==> src/lztd_pkg.sv <==
package lztd_pkg;

	localparam int COUNT_W = 25;
	localparam logic [COUNT_W-1:0] COUNT_MAX = 25'h1FFFFFF;
	localparam logic [COUNT_W-1:0] LIMIT_RESET = 25'h40000;

	localparam int DIST_W = 13;
	localparam int LEN_W = 4;
	localparam int LITS_W = 5;

	localparam int QUEUE_DEPTH = 4;
	localparam int QPTR_W = 2;

	localparam logic [1:0] ERR_NONE = 2'd0;
	localparam logic [1:0] ERR_REF = 2'd1;
	localparam logic [1:0] ERR_LIMIT = 2'd2;

	typedef enum logic [1:0] {
		PH_TOKEN,
		PH_OFFSET,
		PH_LITERAL
	} phase_t;

	typedef enum logic [1:0] {
		CMD_LIT,
		CMD_MATCH,
		CMD_STATUS
	} cmd_kind_t;

	typedef struct packed {
		cmd_kind_t kind;
		logic [7:0] lit;
		logic [DIST_W-1:0] copy_dist;
		logic [LEN_W-1:0] len_m1;
		logic [1:0] code;
		logic last;
	} cmd_t;

endpackage

==> src/lztd_front.sv <==
module lztd_front (
	input  logic                          clk,
	input  logic                          arst_n,
	input  logic                          in_valid,
	output logic                          in_stall,
	input  logic [7:0]                    in_byte,
	input  logic                          in_last,
	input  logic                          cfg_wen,
	input  logic [lztd_pkg::COUNT_W-1:0]  cfg_wdata,
	input  logic                          q_full,
	output logic                          push,
	output lztd_pkg::cmd_t                cmd
);

	lztd_pkg::phase_t phase_q, phase_d;
	logic [lztd_pkg::COUNT_W-1:0] count_q, count_d;
	logic [lztd_pkg::COUNT_W-1:0] limit_q;
	logic [lztd_pkg::LITS_W-1:0] lits_q, lits_d, lits_dec;
	logic [7:0] token_q, token_d;
	logic err_q, err_d;

	logic accept;
	logic [lztd_pkg::DIST_W-1:0] copy_dist;
	logic [lztd_pkg::LITS_W-1:0] add_amt;
	logic [lztd_pkg::COUNT_W:0] count_sum;
	logic [lztd_pkg::COUNT_W-1:0] count_sat;
	logic ref_err, limit_err;

	assign in_stall = q_full;
	assign accept = in_valid && !q_full;

	assign copy_dist = lztd_pkg::DIST_W'({token_q[7:4], in_byte}) + lztd_pkg::DIST_W'(1);
	assign ref_err = lztd_pkg::COUNT_W'(copy_dist) > count_q;
	assign limit_err = count_q > limit_q;

	// One adder serves both the match length and the single literal.
	assign add_amt = (phase_q == lztd_pkg::PH_OFFSET) ?
		(lztd_pkg::LITS_W'(token_q[3:0]) + lztd_pkg::LITS_W'(1)) : lztd_pkg::LITS_W'(1);
	assign count_sum = {1'b0, count_q} + (lztd_pkg::COUNT_W+1)'(add_amt);
	assign count_sat = count_sum[lztd_pkg::COUNT_W] ? lztd_pkg::COUNT_MAX :
		count_sum[lztd_pkg::COUNT_W-1:0];
	assign lits_dec = (lits_q != '0) ? lits_q - lztd_pkg::LITS_W'(1) : '0;

	always_comb begin
		phase_d = phase_q;
		count_d = count_q;
		lits_d = lits_q;
		token_d = token_q;
		err_d = err_q;
		if (accept) begin
			if (!err_q) begin
				case (phase_q)
					lztd_pkg::PH_OFFSET: begin
						phase_d = lztd_pkg::PH_TOKEN;
						if (ref_err) begin
							err_d = 1'b1;
						end else begin
							count_d = count_sat;
						end
					end
					lztd_pkg::PH_LITERAL: begin
						count_d = count_sat;
						lits_d = lits_dec;
						if (lits_dec == '0) begin
							phase_d = lztd_pkg::PH_TOKEN;
						end
					end
					default: begin
						phase_d = lztd_pkg::PH_TOKEN;
						if (limit_err) begin
							err_d = 1'b1;
						end else if (in_byte[3:0] != 4'd0) begin
							token_d = in_byte;
							phase_d = lztd_pkg::PH_OFFSET;
						end else begin
							lits_d = lztd_pkg::LITS_W'(in_byte[7:4]) + lztd_pkg::LITS_W'(1);
							phase_d = lztd_pkg::PH_LITERAL;
						end
					end
				endcase
			end
			if (in_last) begin
				phase_d = lztd_pkg::PH_TOKEN;
				count_d = '0;
				lits_d = '0;
				token_d = '0;
				err_d = 1'b0;
			end
		end
	end

	always_comb begin
		push = 1'b0;
		cmd.kind = lztd_pkg::CMD_STATUS;
		cmd.lit = '0;
		cmd.copy_dist = copy_dist;
		cmd.len_m1 = token_q[3:0];
		cmd.code = lztd_pkg::ERR_NONE;
		cmd.last = in_last;
		if (accept) begin
			if (!err_q) begin
				case (phase_q)
					lztd_pkg::PH_OFFSET: begin
						push = 1'b1;
						if (ref_err) begin
							cmd.code = lztd_pkg::ERR_REF;
						end else begin
							cmd.kind = lztd_pkg::CMD_MATCH;
						end
					end
					lztd_pkg::PH_LITERAL: begin
						push = 1'b1;
						cmd.kind = lztd_pkg::CMD_LIT;
						cmd.lit = in_byte;
					end
					default: begin
						if (limit_err) begin
							push = 1'b1;
							cmd.code = lztd_pkg::ERR_LIMIT;
						end
					end
				endcase
			end
			if (in_last) begin
				push = 1'b1;
			end
		end
	end

	always_ff @(posedge clk or negedge arst_n) begin
		if (!arst_n) begin
			phase_q <= lztd_pkg::PH_TOKEN;
			count_q <= '0;
			lits_q <= '0;
			token_q <= '0;
			err_q <= 1'b0;
			limit_q <= lztd_pkg::LIMIT_RESET;
		end else begin
			phase_q <= phase_d;
			count_q <= count_d;
			lits_q <= lits_d;
			token_q <= token_d;
			err_q <= err_d;
			if (cfg_wen) begin
				limit_q <= cfg_wdata;
			end
		end
	end

endmodule

==> config.mk <==
export PLATFORM = sky130hd
export DESIGN_NAME = lztd_front
export DESIGN_NICKNAME = d
export VERILOG_FILES = /design/src/lztd_pkg.sv /design/src/lztd_front.sv
export SDC_FILE = /design/constraint.sdc
export NUM_CORES = 1
export LEC_CHECK = 0
export ABC_AREA = 1
export BUFFER_PORTS_ARGS = -buffer_cell sky130_fd_sc_hd__buf_2
export CORE_MARGIN = 4
export CORE_UTILIZATION = 30
export DETAILED_ROUTE_END_ITERATION = 12
export PLACE_DENSITY_LB_ADDON = 0.15
export SYNTH_ARGS = -nofsm -noshare
export SYNTH_HDL_FRONTEND = slang
export SYNTH_SLANG_ARGS = --single-unit
==> constraint.sdc <==
create_clock -name clk -period 2.23 [get_ports clk]
set_input_delay 0.223 -clock clk [delete_from_list [all_inputs] [get_ports clk]]
set_output_delay 0.223 -clock clk [all_outputs]
set_load 0.01 [all_outputs]
# Yosys cells after proc, flatten, opt, wreduce, memory -nomap -nowiden
# Index checks and enable logic that the tools add are counted.
# word_totals
in_bits,39
output_inout_bits,32
reg_bits,66
elab_cells,77
# op_classes
mux,42
order_cmp,2
eq_ne,10
n_addsub,5
n_reduce_logical,12
# ops
cell,n
$mux W25,4
$pmux W25 S2,1
$mux W8,6
$mux W5,6
$add A25 B5 Y26,1
$gt A13 B25 Y1,1
$gt A25 B25 Y1,1
$mux W10,2
$mux W2,9
$add A12 B1 Y13 const B,1
$pmux W2 S2,3
$add A4 B1 Y5 const B,2
$pmux W5 S2,1
$reduce_and A5 Y1,2
$mux W1,9
$ne A2 B2 Y1 const B,3
$ne A3 B2 Y1 const B,2
$ne A3 B3 Y1 const B,2
$logic_not A5 Y1,1
$reduce_bool A5 Y1,1
$sub A5 B1 Y5 const B,1
$reduce_and A4 Y1,1
$reduce_bool A4 Y1,1
$reduce_and A3 Y1,1
9 further kinds,9

# Logic depth before layout (Yosys ltp)
# depth
depth_word,8
ltp_mapped,19
mapped_depth_nobuf,19

# Worst setup path before layout
# OpenSTA, ideal clock, no wires.
# synth_timing
path_kind,input to register
from,input port in_byte[0]
to,register count_q[5] (netlist bit)
path_slack_ps,-230
t_required_ps,2156
setup_ps,74
arrival_time_ps,2386
path_stages,19
path_buffers,1
cell_sequence,nand3_1 -> nor2_1 -> nand2_1 -> nor2_1 -> nand3_1 -> nor2_1 -> xor2_1 -> inv_1 -> ha_1 -> nand2_1 -> nor2_1 -> nand4_1 -> and3_4 -> nand3_4 -> nand2_8 -> nor2_8 -> buf_6 -> nand2_2 -> o21ai_2
# synth_rtl
item,line_no,text
"start, declared",lztd_front.sv:6,"input logic [7:0] in_byte,"
"end signal, assigned",lztd_front.sv:140,count_q <= count_d;
"end, declared",lztd_front.sv:16,"logic [lztd_pkg::COUNT_W-1:0] count_q, count_d;"

==> reports/results.ini <==
[yosys]
ys_types = 43
avgSynthCellArea_sq_um = 7.30
syn_inst = 747
ys_seq_area_share_pct = 30.3
ys_ff_latch = 66
yosysWarnings = 0
netlist_area_sq_um = 5450
syn_nets = 837

[timing]
tns_ns = -5.96
relSlewSlack_pct = 69.0
hold_viol_final = 0
setup_viol = 31
clock_skew_ns = 0.00469
worst_pin_slew_ns = 0.460
post-route-period-util_pct = 113
drv_slew = 0
finalCriticalPeriod_ns = 2.51
fin_ws_ns = -0.283
max_freq_mhz = 398
rsz0062_at_grt = true

[die]
dieHeight_microns = 143
die_w_microns = 143
pin_count = 71
core_sq_um = 17900
initial_core_util_pct = 30.4
num_rows = 49
die_area_sq_um = 20400

[hold_path]
min-delay-start = cfg_wdata[22]
whs_path_depth = 3
hold_class = in2reg

[cts]
clk_latency_ns = 0.34
cts_root_buffer = clkbuf_16
clkSlewWorstSetupHoldPaths_ns = 0.06
cts-htree-levels = 3
clk_path_buf_depth = 2
cts_made_buffers = 9
clock_sinks = 66
cts_tree = built

[setup_path]
reg2reg_from = token_q[4]
critPathArrivalTime_ns = 2.29
end_kind = output pin
cp-start-kind = input pin
worstPathMaxFanout = 3
crit_required_ns = 2.01
critPathKind = in2out
ff2ff_path_depth = 16
crit_start = in_byte[0]

[final_layout]
n_fill_cell = 1861
final_util_pct = 44.5
area_delta_synth_final_pct = 46.1
drive_above_1_share_pct = 40.3
multi_input_area_sq_um = 3670
antenna_cells = 0
final_nets = 1032
register_area_sq_um = 1660

[global_route]
grt.overflow.total = 0
antenna_found_initial = 0
track_usage_pct = 16.8
grt_max_degree = 38
grt_pass1_wl_microns = 26900
grt_pass1_vias = 5319

[status]
violations = setup timing
status = finished with violations

[power]
p_leak_nw = 4.10
irDropWorstVdd_mv = 0.404
p_per_area_nw_per_um2 = 635

[flow_run]
cap_violations = 0

[detailed_routing]
wl_microns = 16800
wl_per_cell_microns = 14.3
first_pass_iters = 4
vias = 5324
via_per_inst = 4.53
drt_iter0_markers = 163
drtAntennaViolNets = 0
drc = 0

[place]
hpwl_microns = 12600
gp_congestion = 0.850
port_buffers = 70

==> final timing paths <==
kind	to	slack [ns]
min in group asynchronous	limit_q[11]	0.36
min reg2reg	lits_q[0]	0.49
max in group asynchronous	limit_q[18]	1.27
min	limit_q[22]	0.09
max	cmd[28]	-0.28
max reg2reg	count_q[13]	-0.26
==> sequential cells by signal, indices dropped and copies added, names as in the netlist <==
signal   count
count_q     25
limit_q     25
token_q      8
lits_q       5
phase_q      2
err_q        1
==> routing by layer <==
metal / vias up / GRT usage, % / share of wire [%]
met5: - / 0 / 0
met4: 0 / 3.95 / 1.2
met3: 17 / 3.65 / 4.1
met2: 90 / 28.2 / 49
met1: 2409 / 22.2 / 46
li1: 2808 / - / -
==> through the flow <==
stage	power, mW	hold slack (ns)	setup slack (ns)	instance area (sq um)	cells
finish	5.06	0.0863	-0.283	7960	1174
global route	5.42	0.0865	-0.484	7960	1174
CTS	4.93	0.0766	-0.390	7660	1170
detailed placement	3.25	0.198	-0.594	6840	1130
global placement	3.25	0.189	-0.564	6840	1130
floorplan	2.55	-0.0726	-0.108	5510	747
==> layout by cell type (no fill, tap or decap), types with 3 or more instances in the layout <==
cell type  Yosys  final
o21ai_1        5      8
inv_1        101     98
nand3_1       50     40
a21oi_1       26     19
nand3_2        3      8
buf_6          5     12
nor2_4         2     10
o21ai_0       43     38
dfrtp_1       65     63
ha_4           0      7
clkbuf_16      0     10
nor2_2         3      7
ha_1          50     42
buf_2          4     67
xnor2_1        5      3
nor3_2         6      6
nand2_1      191    160
buf_12         0     12
nand2_4        1      8
nand3b_1       3      3
a21oi_2        0      5
nor3_1        13     12
xor2_1        15     14
nor2_1        45     35
nand2_2       16     39
inv_2         15     18
nand3_4        1      6
buf_4          7    111
nand4_1       20     20
o21ai_2       28     30
==> cells by family after synthesis <==
| family | after synthesis | synth area share [%] |
|---|---|---|
| simple gates | 360 | 30.9 |
| flops | 66 | 30.3 |
| fa+ha+maj | 51 | 11.8 |
| mux | 1 | 0.207 |
| buf+inv | 142 | 11.0 |
| compound gates | 107 | 12.4 |
| xor+xnor | 20 | 3.21 |
==> layout make-up <==
cell class,instances,share of cell area (%)
clock inverter,3,0.220
tap,229,3.60
sequential,66,20.8
timing repair buffer,206,20.5
inverter,118,5.72
clock buffer,11,3.05
multi-input combinational,541,46.1
==> synth_stat cells, drive strengths merged <==
library cell,number,area [sq um]
inv,116,435
o21bai,1,7.51
ha,50,626
a21o,1,7.51
nor4,1,6.26
nand3b,3,22.5
and3,1,11.3
clkbuf,7,26.3
xnor2,5,43.8
mux2,1,11.3
nor3b,1,7.51
nand3,54,298
fa,1,20.0
o31ai,1,12.5
dfstp,1,26.3
dfrtp,65,1630
a221oi,1,26.3
nand2,209,848
a21oi,26,130
o21ai,76,485
nor3,19,125
buf,17,133
a22oi,1,7.51
clkinv,2,7.51
nand4,21,138
nor2,51,230
xor2,15,131
==> worst max-delay path, cell delays in order <==
cell	delay [ns]
buf_2	0.13
nand3_4	0.08
nor2_2	0.11
nand2_2	0.09
nor2_4	0.13
nand3_2	0.10
nor2_2	0.10
xor2_1	0.19
inv_2	0.08
ha_4	0.28
nand2_4	0.06
nor2_4	0.09
nand4_1	0.08
and3_4	0.17
buf_6	0.13
a21oi_4	0.12
buf_6	0.12
==> timing repair <==
item / 4_1_cts / 5_1_grt
gates resized for setup: 68 / 55
cloned: 4 / 1
setup buffers: 21 / 4
endpoints found under the setup margin: 32 / 46
hold buffers: 1 / 0
pin swaps: 34 / 19
endpoints found under the hold margin: 15 / 0
==> report_power, final <==
part           switching [mW]  internal, mW  total [mW]
logic                    1.20          1.09        2.29
registers               0.103          1.34        1.44
clock network           0.556         0.767        1.32
Note: power is estimated with default switching activity, not from simulation.
