File: config.mk
export PLATFORM = sky130hd
export DESIGN_NAME = lztd_queue
export DESIGN_NICKNAME = d
export VERILOG_FILES = /design/src/lztd_pkg.sv /design/src/lztd_queue.sv
export SDC_FILE = /design/constraint.sdc
export NUM_CORES = 1
export LEC_CHECK = 0
export ABC_AREA = 1
export BUFFER_PORTS_ARGS = -buffer_cell sky130_fd_sc_hd__clkbuf_2
export CORE_MARGIN = 5
export CORE_UTILIZATION = 45
export DETAILED_ROUTE_END_ITERATION = 8
export PLACE_DENSITY = 0.65
export SETUP_SLACK_MARGIN = 0.02
export SYNTH_ARGS = -nofsm -noshare
export SYNTH_HDL_FRONTEND = slang
export SYNTH_SLANG_ARGS = --single-unit
File: constraint.sdc
create_clock -name clk -period 1.6 [get_ports clk]
set_input_delay 0.08 -clock clk [delete_from_list [all_inputs] [get_ports clk]]
set_output_delay 0.08 -clock clk [all_outputs]
set_load 0.01 [all_outputs]
File: src/lztd_pkg.sv
package lztd_pkg;

	localparam int COUNT_W = 25;
	localparam logic [COUNT_W-1:0] COUNT_MAX = 25'h1FFFFFF;
	localparam logic [COUNT_W-1:0] LIMIT_RESET = 25'h40000;

	localparam int DIST_W = 13;
	localparam int LEN_W = 4;
	localparam int LITS_W = 5;

	localparam int QUEUE_DEPTH = 4;
	localparam int QPTR_W = 2;

	localparam logic [1:0] ERR_NONE = 2'd0;
	localparam logic [1:0] ERR_REF = 2'd1;
	localparam logic [1:0] ERR_LIMIT = 2'd2;

	typedef enum logic [1:0] {
		PH_TOKEN,
		PH_OFFSET,
		PH_LITERAL
	} phase_t;

	typedef enum logic [1:0] {
		CMD_LIT,
		CMD_MATCH,
		CMD_STATUS
	} cmd_kind_t;

	typedef struct packed {
		cmd_kind_t kind;
		logic [7:0] lit;
		logic [DIST_W-1:0] copy_dist;
		logic [LEN_W-1:0] len_m1;
		logic [1:0] code;
		logic last;
	} cmd_t;

endpackage

File: src/lztd_queue.sv
module lztd_queue (
	input  logic           clk,
	input  logic           arst_n,
	input  logic           push,
	input  lztd_pkg::cmd_t push_cmd,
	output logic           full,
	input  logic           pop,
	output logic           head_valid,
	output lztd_pkg::cmd_t head
);

	lztd_pkg::cmd_t entries [lztd_pkg::QUEUE_DEPTH];
	logic [lztd_pkg::QPTR_W-1:0] wr_ptr_q, rd_ptr_q;
	logic [lztd_pkg::QPTR_W:0] fill_q;

	assign full = fill_q == (lztd_pkg::QPTR_W+1)'(lztd_pkg::QUEUE_DEPTH);
	assign head_valid = fill_q != '0;
	assign head = entries[rd_ptr_q];

	always_ff @(posedge clk) begin
		if (push) begin
			entries[wr_ptr_q] <= push_cmd;
		end
	end

	always_ff @(posedge clk or negedge arst_n) begin
		if (!arst_n) begin
			wr_ptr_q <= '0;
			rd_ptr_q <= '0;
			fill_q <= '0;
		end else begin
			if (push) begin
				wr_ptr_q <= wr_ptr_q + lztd_pkg::QPTR_W'(1);
			end
			if (pop) begin
				rd_ptr_q <= rd_ptr_q + lztd_pkg::QPTR_W'(1);
			end
			if (push && !pop) begin
				fill_q <= fill_q + (lztd_pkg::QPTR_W+1)'(1);
			end else if (pop && !push) begin
				fill_q <= fill_q - (lztd_pkg::QPTR_W+1)'(1);
			end
		end
	end

endmodule

Word-level counts from Yosys, hierarchy flattened
Memory sizes are Yosys's and may differ from the RTL's.
Index checks and enable logic that the tools add are counted.
{ "classes": {"eq_ne": 1, "reduce_logical": 6, "addsub": 4, "muxes": 4} }
{ "ops": {"columns": ["cell", "count"], "rows": [
  ["$mux 3", 2],
  ["$add 2x1->2 const B", 2],
  ["$add 3x1->3 const B", 1],
  ["$eq 3x3->1 const B", 1],
  ["$reduce_bool 3->1", 1],
  ["$sub 3x1->3 const B", 1],
  ["$logic_and 1x1->1", 2],
  ["$logic_not 1->1", 2],
  ["$mux 1", 2],
  ["$reduce_bool 2->1", 1]
]} }
{ "totals": {"in_bits": 34, "wordCells": 19, "mem_count": 1, "out_inout_bits": 32, "ff_bits": 7, "mem_bits_rw": 120} }
{ "mem_list": {"columns": ["memory", "depth", "word_bits", "rd", "rd_ports_with_merged_regs", "write_ports", "line_no", "source"], "rows": [
  ["entries", 4, 30, 1, 0, 1, "lztd_queue.sv:12", "lztd_pkg::cmd_t entries [lztd_pkg::QUEUE_DEPTH];"]
]} }

Logic depth before layout (Yosys ltp)
Gate-level depths: netlist of the first run.
{ "depth": {"depth_word": 4, "depth_mapped": 9, "ltp_nobuf": 9} }

Worst setup path after synthesis of the first run
No wires, ideal clock.
{ "synth_path": {"path_kind": "flip-flop to flip-flop", "start": "register wr_ptr_q[0] (netlist bit)", "end": "memory entries[2][0] (netlist bit), enable pin", "n_path_buf": 0, "t_required_ps": 1215, "stages_incl_launch_ff": 5, "synth_period_minus_slack_ps": 1652, "setup_time_ps": 385, "slack_ps": -52, "arrival_time_ps": 1267, "path_cell_list": "dfrtp_1 > inv_1 > ha_1 > nand2_1 > inv_1"} }
{ "synth_lines": {"columns": ["element", "line_no", "source"], "rows": [
  ["from (decl)", "lztd_queue.sv:13", "logic [lztd_pkg::QPTR_W-1:0] wr_ptr_q, rd_ptr_q;"],
  ["from (signal assigned)", "lztd_queue.sv:33", "wr_ptr_q <= wr_ptr_q + lztd_pkg::QPTR_W'(1);"],
  ["to (decl)", "lztd_queue.sv:12", null]
]} }
Straight into the memory's write port.

==> flow_metrics.tcl, run 1 <==
set metrics [dict create \
    numClockSinks 127 \
    routedWlPerCell_um 14.52 \
    yosysTopAreaCell "edfxtp_1" \
    syn_nets 439 \
    rows 39 \
    insertion_delay_ps 400 \
    finalHoldViolCount 0 \
    ys_types 18 \
    yosysWarnings 0 \
    maxSlewViolCount 0 \
    port_buffers 65 \
    ys_seq_area_frac 0.7197 \
    track_usage 0.1467 \
    cellPowerDensity_nw_per_um2 1833 \
    synthToLayoutAreaGrowth_pct 27.36 \
    fmax_mhz 594.8 \
    vias 3170 \
    worst_pin_slew_ps 370.9 \
    fin_ws_ps -81.27 \
    max_slew_margin 0.7527 \
    drt_drc_violations_left 0 \
    power_frac_seq 0.377 \
    grt_pass1_wl_um 16080 \
    ios 66 \
    start_kind "register" \
    endpoint_kind "output port" \
    cpMaxStageDelayCell "dfrtp_4" \
    grt_antenna_before_repair 0 \
    synth_area_leaders "edfxtp_1 (69%), nand2_1 (7.4%), o211ai_1 (7.0%)" \
    grt_pass1_vias 3299 \
    worstPathRequired_ps 1520 \
    syn-cell-area_um2 5250 \
    r2r_end "entries[2][28]$_DFFE_PP_" \
    syn_inst 399 \
    cts_buffer_depth 2 \
    period_share 1.051 \
    n_antenna_cell 0 \
    drt_iter0_drc 230 \
    critical-path-top-delay-family "flip-flops" \
    fin_tns_setup_ps -1227 \
    sw_frac_of_total 0.3399 \
    final_common_cell "edfxtp_1" \
    finalClockSkew_ps 9.299 \
    syn_area_per_cell_um2 13.16 \
    finalSetupViolations 29 \
    max-cap-violations 0 \
    nets 551 \
    cp-endpoint "head[25]" \
    fillers 905 \
    critPathMaxFanout 37 \
    p_leak_nw 2.760 \
    fin_cells 667 \
    slowest_delay_ps 550 \
    crit_arrival_ps 1600 \
    gp_congestion 0.7474 \
    cts_made_buffers 17 \
    violations "setup timing" \
    status "complete, but fails checks" \
    crit_cells 4 \
    min_path_type "in2async" \
    p_sw_mw 4.167 \
    htreeDepth 4 \
    path_cells "buf_12 > o211ai_1 > nand2_1 > clkbuf_2" \
    clkTransAtPathRegs_ps 60 \
    rrSetupSlack_ps 120 \
    p_comb_frac 0.332 \
    dr.pass1.iters 4 \
    start_util 0.4598 \
    final_layout_size_suffix_gt1_frac 0.2443 \
    ys_ff_latch 127 \
    power.share.clock 0.291 \
    dp_hpwl_um 6036 \
    crit_type "reg2out" \
    grt_max_degree 38 \
    root_buffer "clkbuf_16" \
    coreArea_um2 11420 \
    rsz0062_at_grt "yes" \
    grt_overflow 0 \
    fp.dieH_um 118.0 \
    dp_cells 599 \
    cts_tree "built" \
    ff_latch_area_um2 3782 \
    viasPerCell 4.753 \
    wl_um 9688 \
    multi_input_area_um2 1039 \
    final_antenna_net_count 0 \
    die_x_um 118.0 \
    dieArea_um2 13930 \
    synth_top_area_share 0.6864 \
    r2r-start "wr_ptr_q[0]$_DFFE_PN0P_" \
    crit_start "rd_ptr_q[0]$_DFFE_PN0P_" \
    mostFrequentLayoutCells "edfxtp_1 (120), nand2_1 (104), inv_1 (69), clkbuf_2 (64), o211ai_1 (49)" \
    period_needed_ps 1681 \
    critPathBufInv 2 \
    power.total_mw 12.26 \
    p_int_mw 8.092 \
    reg2reg_depth 5 \
    irDropWorstVdd_mv 0.8177 \
]
power by group through the flow:
stage	Combinational (mW)	Clock, mW	Sequential [mW]
final	4.07	3.56	4.63
after global routing	4.55	3.79	4.68
after CTS	4.14	3.63	4.63
after detailed placement	3.92	0	4.75
after global placement	3.84	0	4.71
after floorplan	2.72	0	4.60
registers in the layout, indices dropped and copies added, names as in the netlist:
register / count
rd_ptr_q: 2
wr_ptr_q: 2
entries: 120
fill_q: 3
synthesized netlist by cell type:
master    instances
nand2_1         104
nor2_1            1
xnor2_1           1
dfrtp_1           7
o21ai_1           1
buf_2             7
buf_6            10
nand4_1           1
inv_1            72
o211ai_2         11
nor3_1            1
o211ai_1         49
edfxtp_1        120
xor2_1            3
nand3_1           1
clkbuf_1          4
fa_1              1
ha_1              5
area by class of cell:
cell class                      count  share of cell area
Timing Repair Buffer              114              0.1259
Clock inverter                     15             0.02058
Inverter                           72             0.04210
Sequential cell                   127              0.5657
Tap cell                          143             0.02676
Clock buffer                       17             0.06362
Multi-Input combinational cell    179              0.1553
per-stage QoR:
| step | utilization | hold slack [ps] | cell area [µm²] | setup WS, ps |
|---|---|---|---|---|
| global placement | 0.5050 | -72.00 | 5767 | 188.4 |
| finish | 0.5856 | 53.14 | 6686 | -81.27 |
| floorplan | - | -215.6 | 5261 | 40.72 |
| global route | 0.5856 | 51.05 | 6686 | -163.9 |
| detailed placement | 0.5050 | -66.53 | 5767 | 136.8 |
| CTS | 0.5856 | 31.31 | 6686 | -102.3 |
worst reg2reg max path, delay by kind of cell (launching register included):
family | cells | cell delay, ps
DFF | 1 | 420
buffers and inverters | 3 | 500
and+or+nand+nor | 1 | 80
adders and majority gates | 1 | 140
worst min path at each step:
stage,to,slack (ps)
3_3_place_gp,fill_q[2]$_DFFE_PN0P_,-70
3_5_place_dp,fill_q[2]$_DFFE_PN0P_,-70
5_1_grt,fill_q[1]$_DFFE_PN0P_,50
4_1_cts,fill_q[1]$_DFFE_PN0P_,30
6_report,fill_q[0]$_DFFE_PN0P_,50
2_1_floorplan,fill_q[0]$_DFFE_PN0P_,-220
cells by family (layout without fill, tap and decap cells):
| family | Yosys count | in the layout | synth area share |
|---|---|---|---|
| and+or+nand+nor | 108 | 108 | 0.07817 |
| buffers and inverters | 93 | 218 | 0.08246 |
| xor gates and xnor gates | 4 | 4 | 0.006674 |
| adders and majority gates | 6 | 6 | 0.01573 |
| AOI/OAI and AO/OA | 61 | 61 | 0.09723 |
| DFF | 127 | 127 | 0.7197 |
repair_timing:
| item | in CTS | in global routing |
|---|---|---|
| hold buffers | 33 | 0 |
| buffers inserted | 3 | 0 |
| setup endpoints to repair | 30 | 30 |
| gates resized for setup | 1 | 1 |
| endpoints found under the hold margin | 131 | 0 |
| pin swaps | 1 | 6 |
metal layers:
metal,vias up,part of all wire,track usage
li1,1598,-,-
met1,1506,0.47,0.1890
met2,62,0.49,0.2309
met3,4,0.041,0.05142
met4,0,0.0055,0.05090
met5,-,0,0
(Power assumes the default switching activity.)
==> inputs of run 2 (changes only) <==
==> constraint.sdc (replaced) <==
create_clock -name clk -period 1.6 [get_ports clk]
set_input_delay 0.08 -clock clk [delete_from_list [all_inputs] [get_ports clk]]
set_output_delay 0.08 -clock clk [all_outputs]
set_load 0.02 [all_outputs]
==> flow_metrics.tcl, run 2 (synthesis gave the netlist of run 1 again) <==
set metrics [dict create \
    status "complete, but fails checks" \
    violations "setup timing" \
    ios 66 \
    max-cap-violations 0 \
    grt_max_degree 53 \
    critPathMaxFanout 50 \
    p_leak_nw 2.775 \
    cts_buffer_depth 2 \
    path_cells "buf_12 > o211ai_1 > nand2_1 > clkbuf_2" \
    fmax_mhz 590.3 \
    cts_tree "built" \
    n_antenna_cell 0 \
    dp_hpwl_um 5871 \
    routedWlPerCell_um 14.29 \
    irDropWorstVdd_mv 1.244 \
    rows 39 \
    crit_type "reg2out" \
    worst_pin_slew_ps 370.9 \
    synthToLayoutAreaGrowth_pct 27.38 \
    grt_antenna_before_repair 0 \
    slowest_delay_ps 500 \
    fin_cells 663 \
    drt_iter0_drc 206 \
    worstPathRequired_ps 1520 \
    reg.largest.list "entries x120, fill_q x3" \
    maxSlewViolCount 0 \
    fin_ws_ps -94.05 \
    mostFrequentLayoutCells "edfxtp_1 (120), nand2_1 (104), inv_1 (69), clkbuf_2 (60), o211ai_1 (49)" \
    port_buffers 65 \
    crit_arrival_ps 1610 \
    rsz0062_at_grt "yes" \
    drt_drc_violations_left 0 \
    wl_um 9476 \
    clkTransAtPathRegs_ps 50 \
    coreArea_um2 11420 \
    numClockSinks 127 \
    fin_tns_setup_ps -892.5 \
    largest_register_ffs 120 \
    start_util 0.4598 \
    final_common_cell "edfxtp_1" \
    max_slew_margin 0.7527 \
    period_share 1.059 \
    htreeDepth 4 \
    grt_pass1_wl_um 15530 \
    gp_congestion 0.6945 \
    period_needed_ps 1694 \
    vias 3181 \
    finalHoldViolCount 0 \
    grt_overflow 0 \
    min_path_type "in2async" \
    viasPerCell 4.798 \
    final_antenna_net_count 0 \
    nets 547 \
    root_buffer "clkbuf_16" \
    start_kind "register" \
    top_register "entries" \
    finalSetupViolations 29 \
    dp_cells 598 \
    final_layout_size_suffix_gt1_frac 0.2288 \
    cellPowerDensity_nw_per_um2 1927 \
    insertion_delay_ps 400 \
    die_x_um 118.0 \
    dieArea_um2 13930 \
    track_usage 0.1423 \
    grt_pass1_vias 3235 \
    fillers 905 \
    endpoint_kind "output port" \
    cpMaxStageDelayCell "dfrtp_4" \
    fp.dieH_um 118.0 \
    finalClockSkew_ps 5.747 \
    dr.pass1.iters 4 \
    cts_made_buffers 17 \
]
-- run 2: cell types whose count changed in the layout (fill, tap and decap cells not counted), moves of 2 or more --
| cell | previous run | this run |
|---|---|---|
| clkinvlp_4 | 9 | 3 |
| clkinv_4 | 2 | 0 |
| bufinv_16 | 1 | 3 |
| clkbuf_8 | 0 | 4 |
| clkbuf_2 | 64 | 60 |
| clkbuf_1 | 0 | 5 |
| inv_6 | 4 | 0 |
| buf_4 | 10 | 8 |
| buf_2 | 1 | 4 |
-- run 2: final timing paths --
kind / slack (ps) / startpoint / cells past startpoint / to
setup / recovery: -90 / rd_ptr_q[0]$_DFFE_PN0P_ / 4 / head[10]
hold / removal: 70 / arst_n / 2 / fill_q[2]$_DFFE_PN0P_
setup reg to reg: 170 / wr_ptr_q[0]$_DFFE_PN0P_ / 5 / entries[2][27]$_DFFE_PP_
hold reg to reg: 480 / fill_q[2]$_DFFE_PN0P_ / 2 / fill_q[2]$_DFFE_PN0P_
max in group asynchronous: 1320 / arst_n / 2 / rd_ptr_q[0]$_DFFE_PN0P_
min in group clk: 440 / push_cmd[13] / 2 / entries[3][13]$_DFFE_PP_
-- run 2: cell type report --
class,instances,area (µm²),share of cell area
repair buffers,110,802.0,0.1199
clock buffers,26,499.2,0.07465
well taps,143,178.9,0.02675
flip-flops and latches,127,3782,0.5656
clock inverters,6,105.1,0.01572
multi-input cells,179,1039,0.1553
inverters,72,281.5,0.04210
-- run 2: timing repair --
action | 4_1_cts | 5_1_grt
buffers inserted | 0 | 0
setup endpoints to repair | 30 | 30
hold buffers | 33 | 0
hold endpoints to repair | 131 | 0
gates resized for setup | 3 | 7
pin swaps | 2 | 3
-- run 2: through the flow --
stage | utilization | setup WS [ps] | power [mW] | instance area [µm²] | hold slack (ps)
global route | 0.5857 | -145.2 | 13.63 | 6688 | 72.26
CTS | 0.5850 | -106.2 | 13.03 | 6680 | 38.56
finish | 0.5857 | -94.05 | 12.89 | 6688 | 69.35
global placement | 0.5022 | 184.2 | 8.951 | 5734 | -64.18
floorplan | - | 40.72 | 7.792 | 5261 | -215.6
detailed placement | 0.5022 | 147.9 | 9.046 | 5734 | -62.98
-- run 2: report_power, final --
part           switching [mW]  total [mW]  internal, mW
Combinational            2.94        4.44          1.50
Clock                    1.24        3.85          2.61
Sequential              0.217        4.59          4.38
-- run 2: metal layers --
layer,up-vias,track usage,share of wire
li1,1588,-,-
met1,1504,0.1754,0.45
met2,69,0.2320,0.48
met3,20,0.04757,0.051
met4,0,0.05520,0.019
met5,-,0,0
-- run 2: worst max-delay path: cells and delay by family, from the launching register on --
family	cells	cell delay (ps)
AOI/OAI and AO/OA	1	220
buffers and inverters	2	360
DFF	1	500
and+or+nand+nor	1	120
